### src/shd_pkg.sv
package shd_pkg;

    localparam int MIX_W   = 8;
    localparam int CFG_W   = 17;
    localparam int IDX_W   = 16;
    localparam int MULT_W  = 16;
    localparam int PROD_W  = MIX_W + MULT_W;
    localparam int CNT_W   = $clog2(PROD_W);

    localparam logic [MULT_W-1:0] GOLDEN_MULT      = 16'd40503;
    localparam logic [CFG_W-1:0]  BUCKET_COUNT_RST = 17'd1024;

    typedef struct packed {
        logic start;
        logic ack;
    } t_mod_ctl;

    typedef struct packed {
        logic idle;
        logic done;
    } t_mod_stat;

endpackage

### src/shd_mod_unit.sv
module shd_mod_unit #(
    parameter int BUCKET_BITS = 16
) (
    input  logic                            i_clk,
    input  logic                            i_rst_n,
    input  shd_pkg::t_mod_ctl               i_ctl,
    input  logic [shd_pkg::MIX_W-1:0]       i_mix,
    input  logic [shd_pkg::CFG_W-1:0]       i_bucket_count,
    output shd_pkg::t_mod_stat              o_stat,
    output logic [BUCKET_BITS-1:0]          o_rem
);

    localparam int DW = BUCKET_BITS + 1;
    localparam int CW = (DW > shd_pkg::CFG_W) ? DW : shd_pkg::CFG_W;

    localparam logic [1:0] ST_IDLE = 2'd0;
    localparam logic [1:0] ST_MUL  = 2'd1;
    localparam logic [1:0] ST_DIV  = 2'd2;
    localparam logic [1:0] ST_DONE = 2'd3;

    logic [1:0]                     r_state, n_state;
    logic [shd_pkg::MIX_W-1:0]      r_mix;
    logic [shd_pkg::PROD_W-1:0]     r_prod;
    logic [BUCKET_BITS-1:0]         r_rem;
    logic [DW-1:0]                  r_div;
    logic [shd_pkg::CNT_W-1:0]      r_cnt;

    logic [CW-1:0] cnt_ext;
    logic [CW-1:0] cap;
    logic [CW-1:0] eff_div;
    logic [DW-1:0] trial;
    logic [DW-1:0] diff;

    assign cnt_ext = CW'(i_bucket_count);
    assign cap     = CW'(1) << BUCKET_BITS;

    always_comb begin
        priority if (cnt_ext == '0) begin
            eff_div = CW'(1);
        end else if (cnt_ext > cap) begin
            eff_div = cap;
        end else begin
            eff_div = cnt_ext;
        end
    end

    // one restoring step per cycle, product MSB first
    assign trial = {r_rem, r_prod[shd_pkg::PROD_W-1]};
    assign diff  = trial - r_div;

    always_comb begin
        n_state = r_state;
        unique case (r_state)
            ST_IDLE: begin
                if (i_ctl.start) begin
                    n_state = ST_MUL;
                end
            end
            ST_MUL: n_state = ST_DIV;
            ST_DIV: begin
                if (r_cnt == shd_pkg::CNT_W'(shd_pkg::PROD_W - 1)) begin
                    n_state = ST_DONE;
                end
            end
            ST_DONE: begin
                if (i_ctl.ack) begin
                    n_state = ST_IDLE;
                end
            end
            default: n_state = ST_IDLE;
        endcase
    end

    always_ff @(posedge i_clk) begin
        if (!i_rst_n) begin
            r_state <= ST_IDLE;
        end else begin
            r_state <= n_state;
        end
    end

    always_ff @(posedge i_clk) begin
        unique case (r_state)
            ST_IDLE: begin
                if (i_ctl.start) begin
                    r_mix <= i_mix;
                    r_div <= DW'(eff_div);
                end
            end
            ST_MUL: begin
                r_prod <= shd_pkg::PROD_W'(r_mix) * shd_pkg::PROD_W'(shd_pkg::GOLDEN_MULT);
                r_rem  <= '0;
                r_cnt  <= '0;
            end
            ST_DIV: begin
                r_prod <= r_prod << 1;
                r_cnt  <= r_cnt + shd_pkg::CNT_W'(1);
                if (trial >= r_div) begin
                    r_rem <= diff[BUCKET_BITS-1:0];
                end else begin
                    r_rem <= trial[BUCKET_BITS-1:0];
                end
            end
            ST_DONE: begin
            end
            default: begin
            end
        endcase
    end

    assign o_stat.idle = (r_state == ST_IDLE);
    assign o_stat.done = (r_state == ST_DONE);
    assign o_rem       = r_rem;

`ifndef ASSERT_OFF
    a_rem_below_div: assert property (@(posedge i_clk) disable iff (!i_rst_n)
        (r_state == ST_DIV) |-> (DW'(r_rem) < r_div))
        else $error("remainder not below divisor");

    a_done_holds: assert property (@(posedge i_clk) disable iff (!i_rst_n)
        (r_state == ST_DONE && !i_ctl.ack) |=> (r_state == ST_DONE))
        else $error("result dropped before ack");

    a_div_nonzero: assert property (@(posedge i_clk) disable iff (!i_rst_n)
        (r_state == ST_MUL || r_state == ST_DIV) |-> (r_div != '0))
        else $error("zero divisor");
`endif

endmodule

### src/string_hash_bucket_index_unit.sv
// String hash bucket index unit.
// Input channel (i_in_valid / o_in_ready): one key byte per beat, with
// i_is_last marking the final byte of a key. Bytes that are not last are
// folded into the 8-bit mix, so they stream at one per cycle while the unit is idle.
// On the last byte the mix is handed to an iterative unit: a multiply state
// multiplies it by 40503, then a restoring divider takes one product bit per
// cycle, all 24 of them. The bucket index beat reaches the output channel
// (o_out_valid / i_out_ready) from the unit's done state through an output
// register; the input is not ready while the divider runs or holds a result.
// A finished index waits in an output register, so the next key's bytes
// are taken while the receiver stalls; a second index waits in the divider
// until the output register frees.
// i_cfg_we writes the bucket count; write only while the block is idle.
// Reset (synchronous, active low) clears the mix, empties the channels and
// sets the bucket count to 1024.
module string_hash_bucket_index_unit #(
    parameter int BUCKET_BITS = 16
) (
    input  logic                            i_clk,
    input  logic                            i_rst_n,
    input  logic                            i_cfg_we,
    input  logic [shd_pkg::CFG_W-1:0]       i_cfg_data,
    input  logic                            i_in_valid,
    output logic                            o_in_ready,
    input  logic [shd_pkg::MIX_W-1:0]       i_key_byte,
    input  logic                            i_is_last,
    output logic                            o_out_valid,
    input  logic                            i_out_ready,
    output logic [shd_pkg::IDX_W-1:0]       o_bucket_index
);

    localparam int EW = BUCKET_BITS + shd_pkg::IDX_W;

    logic [shd_pkg::CFG_W-1:0]  r_bucket_count;
    logic [shd_pkg::MIX_W-1:0]  r_mix;
    logic                       r_out_valid;
    logic [shd_pkg::IDX_W-1:0]  r_out_idx;

    logic [shd_pkg::MIX_W-1:0]  mixed;
    logic                       in_beat;
    shd_pkg::t_mod_ctl          ctl;
    shd_pkg::t_mod_stat         stat;
    logic [BUCKET_BITS-1:0]     rem;
    logic [EW-1:0]              rem_ext;

    assign mixed      = {r_mix[shd_pkg::MIX_W-2:0], r_mix[shd_pkg::MIX_W-1]} ^ i_key_byte;
    assign o_in_ready = stat.idle;
    assign in_beat    = i_in_valid && o_in_ready;

    assign ctl.start = in_beat && i_is_last;
    assign ctl.ack   = stat.done && (!r_out_valid || i_out_ready);

    shd_mod_unit #(
        .BUCKET_BITS (BUCKET_BITS)
    ) u_mod (
        .i_clk          (i_clk),
        .i_rst_n        (i_rst_n),
        .i_ctl          (ctl),
        .i_mix          (mixed),
        .i_bucket_count (r_bucket_count),
        .o_stat         (stat),
        .o_rem          (rem)
    );

    assign rem_ext = EW'(rem);

    always_ff @(posedge i_clk) begin
        if (!i_rst_n) begin
            r_bucket_count <= shd_pkg::BUCKET_COUNT_RST;
            r_mix          <= '0;
            r_out_valid    <= 1'b0;
        end else begin
            if (i_cfg_we) begin
                r_bucket_count <= i_cfg_data;
            end
            if (in_beat) begin
                r_mix <= i_is_last ? '0 : mixed;
            end
            if (ctl.ack) begin
                r_out_valid <= 1'b1;
            end else if (i_out_ready) begin
                r_out_valid <= 1'b0;
            end
        end
    end

    always_ff @(posedge i_clk) begin
        if (ctl.ack) begin
            r_out_idx <= rem_ext[shd_pkg::IDX_W-1:0];
        end
    end

    assign o_out_valid    = r_out_valid;
    assign o_bucket_index = r_out_idx;

`ifndef ASSERT_OFF
    a_mix_cleared: assert property (@(posedge i_clk) disable iff (!i_rst_n)
        (in_beat && i_is_last) |=> (r_mix == '0))
        else $error("mix not cleared after key");

    a_ack_loads: assert property (@(posedge i_clk) disable iff (!i_rst_n)
        ctl.ack |=> o_out_valid)
        else $error("finished index not presented");
`endif

endmodule
### config.mk
export PLATFORM = sky130hd
export DESIGN_NAME = string_hash_bucket_index_unit
export DESIGN_NICKNAME = d
export VERILOG_FILES = /design/src/shd_pkg.sv /design/src/shd_mod_unit.sv /design/src/string_hash_bucket_index_unit.sv
export SDC_FILE = /design/constraint.sdc
export NUM_CORES = 1
export LEC_CHECK = 0
export ABC_AREA = 1
export BUFFER_PORTS_ARGS = -buffer_cell sky130_fd_sc_hd__buf_4
export CAP_MARGIN = 15
export CORE_MARGIN = 3
export CORE_UTILIZATION = 67
export CTS_BUF_LIST = sky130_fd_sc_hd__clkbuf_8 sky130_fd_sc_hd__clkbuf_16
export DETAILED_ROUTE_END_ITERATION = 6
export PLACE_DENSITY = 0.87
export SYNTH_ARGS = -nofsm -noshare
export SYNTH_HDL_FRONTEND = slang
export SYNTH_SLANG_ARGS = --single-unit
### constraint.sdc
create_clock -name i_clk -period 11.4 [get_ports i_clk]
set_clock_uncertainty 0.2 [all_clocks]
set_input_delay 2.28 -clock i_clk [delete_from_list [all_inputs] [get_ports i_clk]]
set_output_delay 2.28 -clock i_clk [all_outputs]
set_load 0.005 [all_outputs]
; Yosys cells after proc, flatten, opt, wreduce, memory -nomap -nowiden
; Index checks and enable logic that the tools add are counted.
[totals]
register_bits = 114
in_bits = 31
out_inout_bits = 18
word_cells = 48
[classes]
addsub = 2
n_mul = 1
n_lt_le_gt_ge = 2
n_eq_ne = 7
mux = 12
bitwise = 1
reduce_logical = 12
[op_table]
columns = operator, n
row1 = case mux 24 bit (2 select lines), 1
row2 = case mux 16 bit (2 select lines), 1
row3 = "multiplier 8 x 16 -> 24 bit, second input constant", 1
row4 = greater-or-equal comparator 17 bit, 1
row5 = "greater-than comparator 17 bit, second input constant", 1
row6 = zero test 17 bit, 1
row7 = two-way mux 17 bit, 1
row8 = two-way mux 16 bit, 1
row9 = subtractor 16 bit, 1
row10 = case mux 5 bit (2 select lines), 1
row11 = two-way mux 8 bit, 1
row12 = case mux 2 bit (4 select lines), 1
row13 = bitwise XOR 8 bit, 1
row14 = two-way mux 2 bit, 3
row15 = "adder 5 x 1 -> 5 bit, second input constant", 1
row16 = "equality test 5 bit, second input constant", 1
row17 = "equality test 2 bit, second input constant", 2
row18 = "!= test 2 x 1 -> 1 bit, second input constant", 2
row19 = nonzero test 2 bit, 2
row20 = logical AND 1 bit, 3
row21 = AND reduction 3 bit, 1
row22 = "equality test 2 x 1 -> 1 bit, second input constant", 1
row23 = zero test 2 bit, 1
row24 = two-way mux 1 bit, 2
row25 = other kinds (5), 5

; Logic depth before layout (Yosys ltp)
[logic_depth]
ltp_word = 5
mapped_depth = 20
depth_no_buf = 20

; Modules after synthesis
; A second synthesis with hierarchy kept.
[unflattened]
hier_cells = 1046
hier_area_um2 = 8323.0
[by_module_without_submodules]
columns = module, n_inst, cells_each, area_per_inst_um2, seq_area_each_um2
row1 = shd_mod_unit, 1, 874, 6751.5, 2142.1
row2 = string_hash_bucket_index_unit, 1, 172, 1571.5, 1001.0

; Least setup slack after synthesis
; Ideal clock, no wire load.
[synth_path]
path_type = input -> register
from = input port i_in_valid
to = register u_mod.r_state[0]
setup_ps = 70
arrival_ps = 4155
required_time_ps = 11130
path_slack_ps = 6975
path_stages = 6
n_path_buf = 0
path_cell_list = nand2_1 nor2_1 o22ai_1 a21oi_1 o21ai_0 a21oi_1
[synth_via]
elab_chain_len = 4
[synth_rtl]
columns = element, line
row1 = start: declaration, string_hash_bucket_index_unit.sv:23  ; input logic i_in_valid,
row2 = logical AND 1 bit, string_hash_bucket_index_unit.sv:48  ; assign in_beat = i_in_valid && o_in_ready;
row3 = logical AND 1 bit, string_hash_bucket_index_unit.sv:50  ; assign ctl.start = in_beat && i_is_last;
row4 = != test 2 x 1 -> 1 bit (no source line), -
row5 = AND reduction 3 bit (no source line), -
row6 = end signal: assignment, shd_mod_unit.sv:78  ; r_state <= n_state;
row7 = end: declaration, shd_mod_unit.sv:21  ; logic [1:0] r_state, n_state;
; No other way between the ends.
; A chain may end at the register's enable or synchronous reset.

; Final worst setup path
[layout_path]
from = register u_mod.r_mix[5] (netlist bit)
to = register u_mod.r_prod[22] (netlist bit), data pin
[layout_via]
elab_chain_len = 2
[layout_rtl]
columns = element, line
row1 = start: declaration, shd_mod_unit.sv:22  ; logic [shd_pkg::MIX_W-1:0] r_mix;
row2 = start signal: assignment, shd_mod_unit.sv:86  ; r_mix <= i_mix;
row3 = multiplier 8 x 16 -> 24 bit, shd_mod_unit.sv:91  ; r_prod <= shd_pkg::PROD_W'(r_mix) * shd_pkg::PROD_W'(shd_pkg::GOLDEN_MULT);
row4 = case mux 24 bit (2 select lines), shd_mod_unit.sv:83  ; unique case (r_state)
row5 = end signal: assignment, shd_mod_unit.sv:91
row6 = end signal: assignment, shd_mod_unit.sv:96  ; r_prod <= r_prod << 1;
row7 = end: declaration, shd_mod_unit.sv:23  ; logic [shd_pkg::PROD_W-1:0] r_prod;
; No other way between the ends.

==> results by stage <==
Clock network:
- The number of gates given a new drive strength after cts is 0.
- The tree is rooted in a sky130_fd_sc_hd__clkbuf_16.
- The number of buffers inserted during clock tree synthesis is 17.
- The largest buffer count on any clock path is 2.
- The number of setup buffers added after CTS is 0.
- Counting every sink on the clock net gives 114.
- The clock insertion delay at the later pin of the skew report is 0.42 ns.
- The CTS H-tree depth is 4.
- After clock tree synthesis, the clock-pin slew on the worst setup and hold paths is 0.06 ns.
- The count of hold-fix buffers inserted at cts is 0.
- The clock tree from TritonCTS is yes.

Synthesis:
- The part of the Yosys area used for sequential elements is about two fifths.
- In this run the cell area of the synthesized design comes to 8260 um^2.
- The Yosys step of the flow raised 0 warnings.
- Synthesis handed over a netlist of 1,007 instances.
- The post-synth net total is 1,152.
- Counting distinct cell types in the post-synthesis netlist gives 36.
- After synthesis the netlist holds a flip-flop and latch count of 114.
- The synthesized area per cell is 8.20 um^2.

STA:
- The slew at the pin closest to its max-slew limit is 1.14 ns.
- The relative max-transition margin is 24.2%.
- The worst setup slack after layout is slightly below 7 ns.
- Summed over all failing endpoints, the final setup total negative slack is 0 ns.
- The highest clock rate is 218 MHz.
- The worst hold margin is 0.280 ns.
- The final critical path takes up between 40% and 50% of the cycle.
- Setup repair after global routing left no endpoint under its margin.
- The total count of hold-check failures in the final report was 0.
- The number of pins with negative max-slew slack in the final report is 0.
- The final critical delay including setup and external delays is 4.60 ns.
- The final number of setup-violating endpoints is 0.

Critical path:
- The highest fanout seen on the critical path is 6.
- The worst setup path is of the reg2reg kind.
- The reg-to-reg endpoint is u_mod.r_prod[22].
- Measured in cells, the most critical reg-to-reg path has a length of 16.
- The element type at the critical path start is a flip-flop.
- The critical path data arrival time is 4.57 ns.
- At the worst endpoint, the required time is 11.37 ns.
- In this run the critical register-to-register path is launched from u_mod.r_mix[5].
- The sort of element at the end of the critical path is a flip-flop.
- The register-to-register setup slack is 6.80 ns.

Min path:
- The worst hold path was traced through 2 stages.
- In this run the most critical hold path is launched from r_mix[2].
- The worst min-delay path endpoint is r_mix[2].
- The worst min-delay path class is reg2reg.

Die:
- The floorplan step set the die width to 117 um.
- The die boundary height is 117 um.
- The total I/O pin count is 49.
- After floorplanning, the core was divided into 39 placement rows.
- The initial core utilization is 70.5%.
- The core region is 11,700 um^2.
- The die covers 13,700 um^2.

Finish:
- The area growth from synthesis to layout is 12.7%.
- 0 antenna diodes ended up in the layout.
- The flip-flop and latch area is 3140 um^2.
- The count of fill cells added during filler insertion is 774.
- After the last flow step, the layout net total stands at 1,207.
- The multi-input combinational cells in the finished layout cover a total of 4340 um^2.
- In the final layout, the share of cells above drive strength 1 is 10.3%.
- The final cell count without fillers is 1,218.

Placed design:
- In this run, placement finished with an instance count of 1,186.
- The wire-length estimate of the detail-placed layout is 12.7 mm.
- The number of input and output port buffers inserted is 48.
- The worst slack at placement is 6.92 ns.
- At the end of routability-driven placement, the weighted congestion stood at 0.927.

GRT:
- The met3 usage in global routing is 6.43%.
- The global routing usage on met1 is approximately two fifths.
- In the global route stage, met2 resource usage came out at a little under half.
- Global routing used 29.0% of the available tracks across all layers.
- In this run the most used layer during global routing was met2.
- The global route total overflow is 0.
- The pin count of the biggest net entering global routing is 54.
- The initial antenna violation count was 0.
- The via count of the first global-routing pass is 6,342.
- The first-pass GRT wire length is 30.4 mm.

Detailed routing:
- The total vias in the final route is 6,572.
- The final routed DRC violation total is 0.
- In this run, the number of DRC markers left after iteration 0 of detailed routing was 517.
- The detail-routed via count per cell is 5.40.
- The first-pass iteration count of the detailed router is 5.
- The final antenna-violating net count is 0.
- The final layout contains routed wiring with a total length of 18.1 mm.
- The wire length per cell after detailed routing is between 10 and 15 um.

Power:
- IR analysis of the VDD net gives a maximum drop of 0.316 mV.
- For this design the static power due to leakage is 4.72 nW.
- In this run the power density over the cells is 337 nW/um^2.

Run status:
- The run finished with clean final reports.

Job:
- The tool flagged a number of max-cap violations equal to 0.
-- synth_stat cells --
library cell	number	area [um^2]
sky130_fd_sc_hd__nand2_1	269	1010
sky130_fd_sc_hd__inv_1	178	668
sky130_fd_sc_hd__nor2_1	102	383
sky130_fd_sc_hd__edfxtp_1	86	2580
sky130_fd_sc_hd__ha_1	81	1010
sky130_fd_sc_hd__a21oi_1	44	220
sky130_fd_sc_hd__nand3_1	44	220
sky130_fd_sc_hd__fa_1	33	661
sky130_fd_sc_hd__o21ai_0	33	165
sky130_fd_sc_hd__dfxtp_1	28	561
sky130_fd_sc_hd__nand3b_1	18	135
sky130_fd_sc_hd__xor2_1	14	123
sky130_fd_sc_hd__nor2_2	11	68.8
sky130_fd_sc_hd__clkbuf_1	8	30.0
sky130_fd_sc_hd__nand4_1	7	43.8
sky130_fd_sc_hd__nor3_1	7	35.0
sky130_fd_sc_hd__or2_2	5	31.3
sky130_fd_sc_hd__xnor2_1	5	43.8
sky130_fd_sc_hd__nand2_2	4	25.0
sky130_fd_sc_hd__and2_1	3	18.8
sky130_fd_sc_hd__buf_6	3	33.8
sky130_fd_sc_hd__clkinv_1	3	11.3
sky130_fd_sc_hd__o21bai_1	3	22.5
sky130_fd_sc_hd__buf_1	2	7.51
sky130_fd_sc_hd__nand2_4	2	22.5
sky130_fd_sc_hd__nand3_2	2	20.0
sky130_fd_sc_hd__nor2_4	2	22.5
sky130_fd_sc_hd__nor4_1	2	12.5
sky130_fd_sc_hd__a211oi_1	1	7.51
sky130_fd_sc_hd__buf_12	1	20.0
sky130_fd_sc_hd__buf_2	1	5.00
sky130_fd_sc_hd__inv_2	1	3.75
sky130_fd_sc_hd__inv_4	1	6.26
sky130_fd_sc_hd__nor3_2	1	10.0
sky130_fd_sc_hd__o21a_1	1	7.51
sky130_fd_sc_hd__o22ai_1	1	6.26
-- area by class of cell --
class / instances / area share [%]
Multi-Input combinational cell: 695 / 46.6
Sequential cell: 114 / 33.8
Inverter: 183 / 7.41
Clock buffer: 21 / 5.53
Timing Repair Buffer: 51 / 4.11
Tap cell: 143 / 1.92
Clock inverter: 11 / 0.659
-- worst max-delay path, cell delays in order, from the launching register on --
cell and delay, ns:
sky130_fd_sc_hd__edfxtp_1 0.54, sky130_fd_sc_hd__fa_1 0.71, sky130_fd_sc_hd__inv_1 0.09, sky130_fd_sc_hd__fa_1 0.49, sky130_fd_sc_hd__fa_1 0.51, sky130_fd_sc_hd__fa_1 0.54, sky130_fd_sc_hd__inv_1 0.04, sky130_fd_sc_hd__ha_1 0.37
sky130_fd_sc_hd__nand2_1 0.14, sky130_fd_sc_hd__nor2_1 0.16, sky130_fd_sc_hd__nand2_1 0.09, sky130_fd_sc_hd__nor2_1 0.11, sky130_fd_sc_hd__nand2_1 0.08, sky130_fd_sc_hd__nand3_1 0.09, sky130_fd_sc_hd__nand2_1 0.05, sky130_fd_sc_hd__nand3_1 0.07
sky130_fd_sc_hd__nand2_1 0.06
-- registers in the layout, summed over array words and instances (netlist names) --
register,flops
o_bucket_index,16
o_out_valid,1
r_bucket_count,17
r_mix,8
u_mod.o_rem,16
u_mod.r_cnt,5
u_mod.r_div,17
u_mod.r_mix,8
u_mod.r_prod,24
u_mod.r_state,2
-- routing by layer --
layer	share of wire (%)	routed length, um
met1	46	8270
met2	44	7940
met3	8.0	1450
met4	2.6	462
met5	0	0
-- cell families (layout without fill, tap and decap cells) --
| kind of cell | after synthesis | in the layout | synth area share, % |
|---|---|---|---|
| flops | 114 | 114 | 38.1 |
| xor+xnor | 19 | 19 | 2.02 |
| fa+ha+maj | 114 | 114 | 20.3 |
| simple gates | 479 | 479 | 24.9 |
| compound gates | 83 | 83 | 5.20 |
| buf+inv | 198 | 266 | 9.52 |
-- worst max path at each step --
stage / start / end / slack (ns) / cells after the start
after CTS: u_mod.r_mix[5] / u_mod.r_prod[18] / 6.83 / 16
after detailed placement: u_mod.r_mix[5] / u_mod.r_prod[22] / 6.92 / 16
final: u_mod.r_mix[5] / u_mod.r_prod[22] / 6.80 / 16
after floorplan: i_in_valid / u_mod.r_state[0] / 6.98 / 6
after global routing: u_mod.r_mix[5] / u_mod.r_prod[18] / 6.48 / 16
after global placement: u_mod.r_mix[5] / u_mod.r_prod[22] / 7.00 / 16
-- metrics by stage --
| stage | power, mW | cell area, um^2 | utilization (%) |
|---|---|---|---|
| floorplan | 2.16 | 8260 | - |
| global placement | 2.52 | 8730 | 74.5 |
| detailed placement | 2.56 | 8730 | 74.5 |
| CTS | 3.11 | 9310 | 79.5 |
| global route | 3.44 | 9310 | 79.5 |
| finish | 3.13 | 9310 | 79.5 |
-- layout by cell type (no fill, tap or decap), types with 12 or more instances in the layout --
master / instances
sky130_fd_sc_hd__dfxtp_1: 28
sky130_fd_sc_hd__nor2_1: 101
sky130_fd_sc_hd__a21oi_1: 44
sky130_fd_sc_hd__buf_4: 51
sky130_fd_sc_hd__nand3_1: 44
sky130_fd_sc_hd__nor2_2: 12
sky130_fd_sc_hd__xor2_1: 14
sky130_fd_sc_hd__o21ai_0: 33
sky130_fd_sc_hd__nand2_1: 269
sky130_fd_sc_hd__edfxtp_1: 86
sky130_fd_sc_hd__ha_1: 79
sky130_fd_sc_hd__clkbuf_16: 20
sky130_fd_sc_hd__nand3b_1: 18
sky130_fd_sc_hd__fa_1: 33
sky130_fd_sc_hd__inv_1: 182
-- power by group --
group	switching, mW	internal (mW)	leakage (nW)	total, mW
Combinational	1.21	0.664	3.36	1.87
Sequential	0.0751	0.680	1.05	0.755
Clock	0.190	0.318	0.303	0.508
Note: power is estimated with default switching activity, not from simulation.
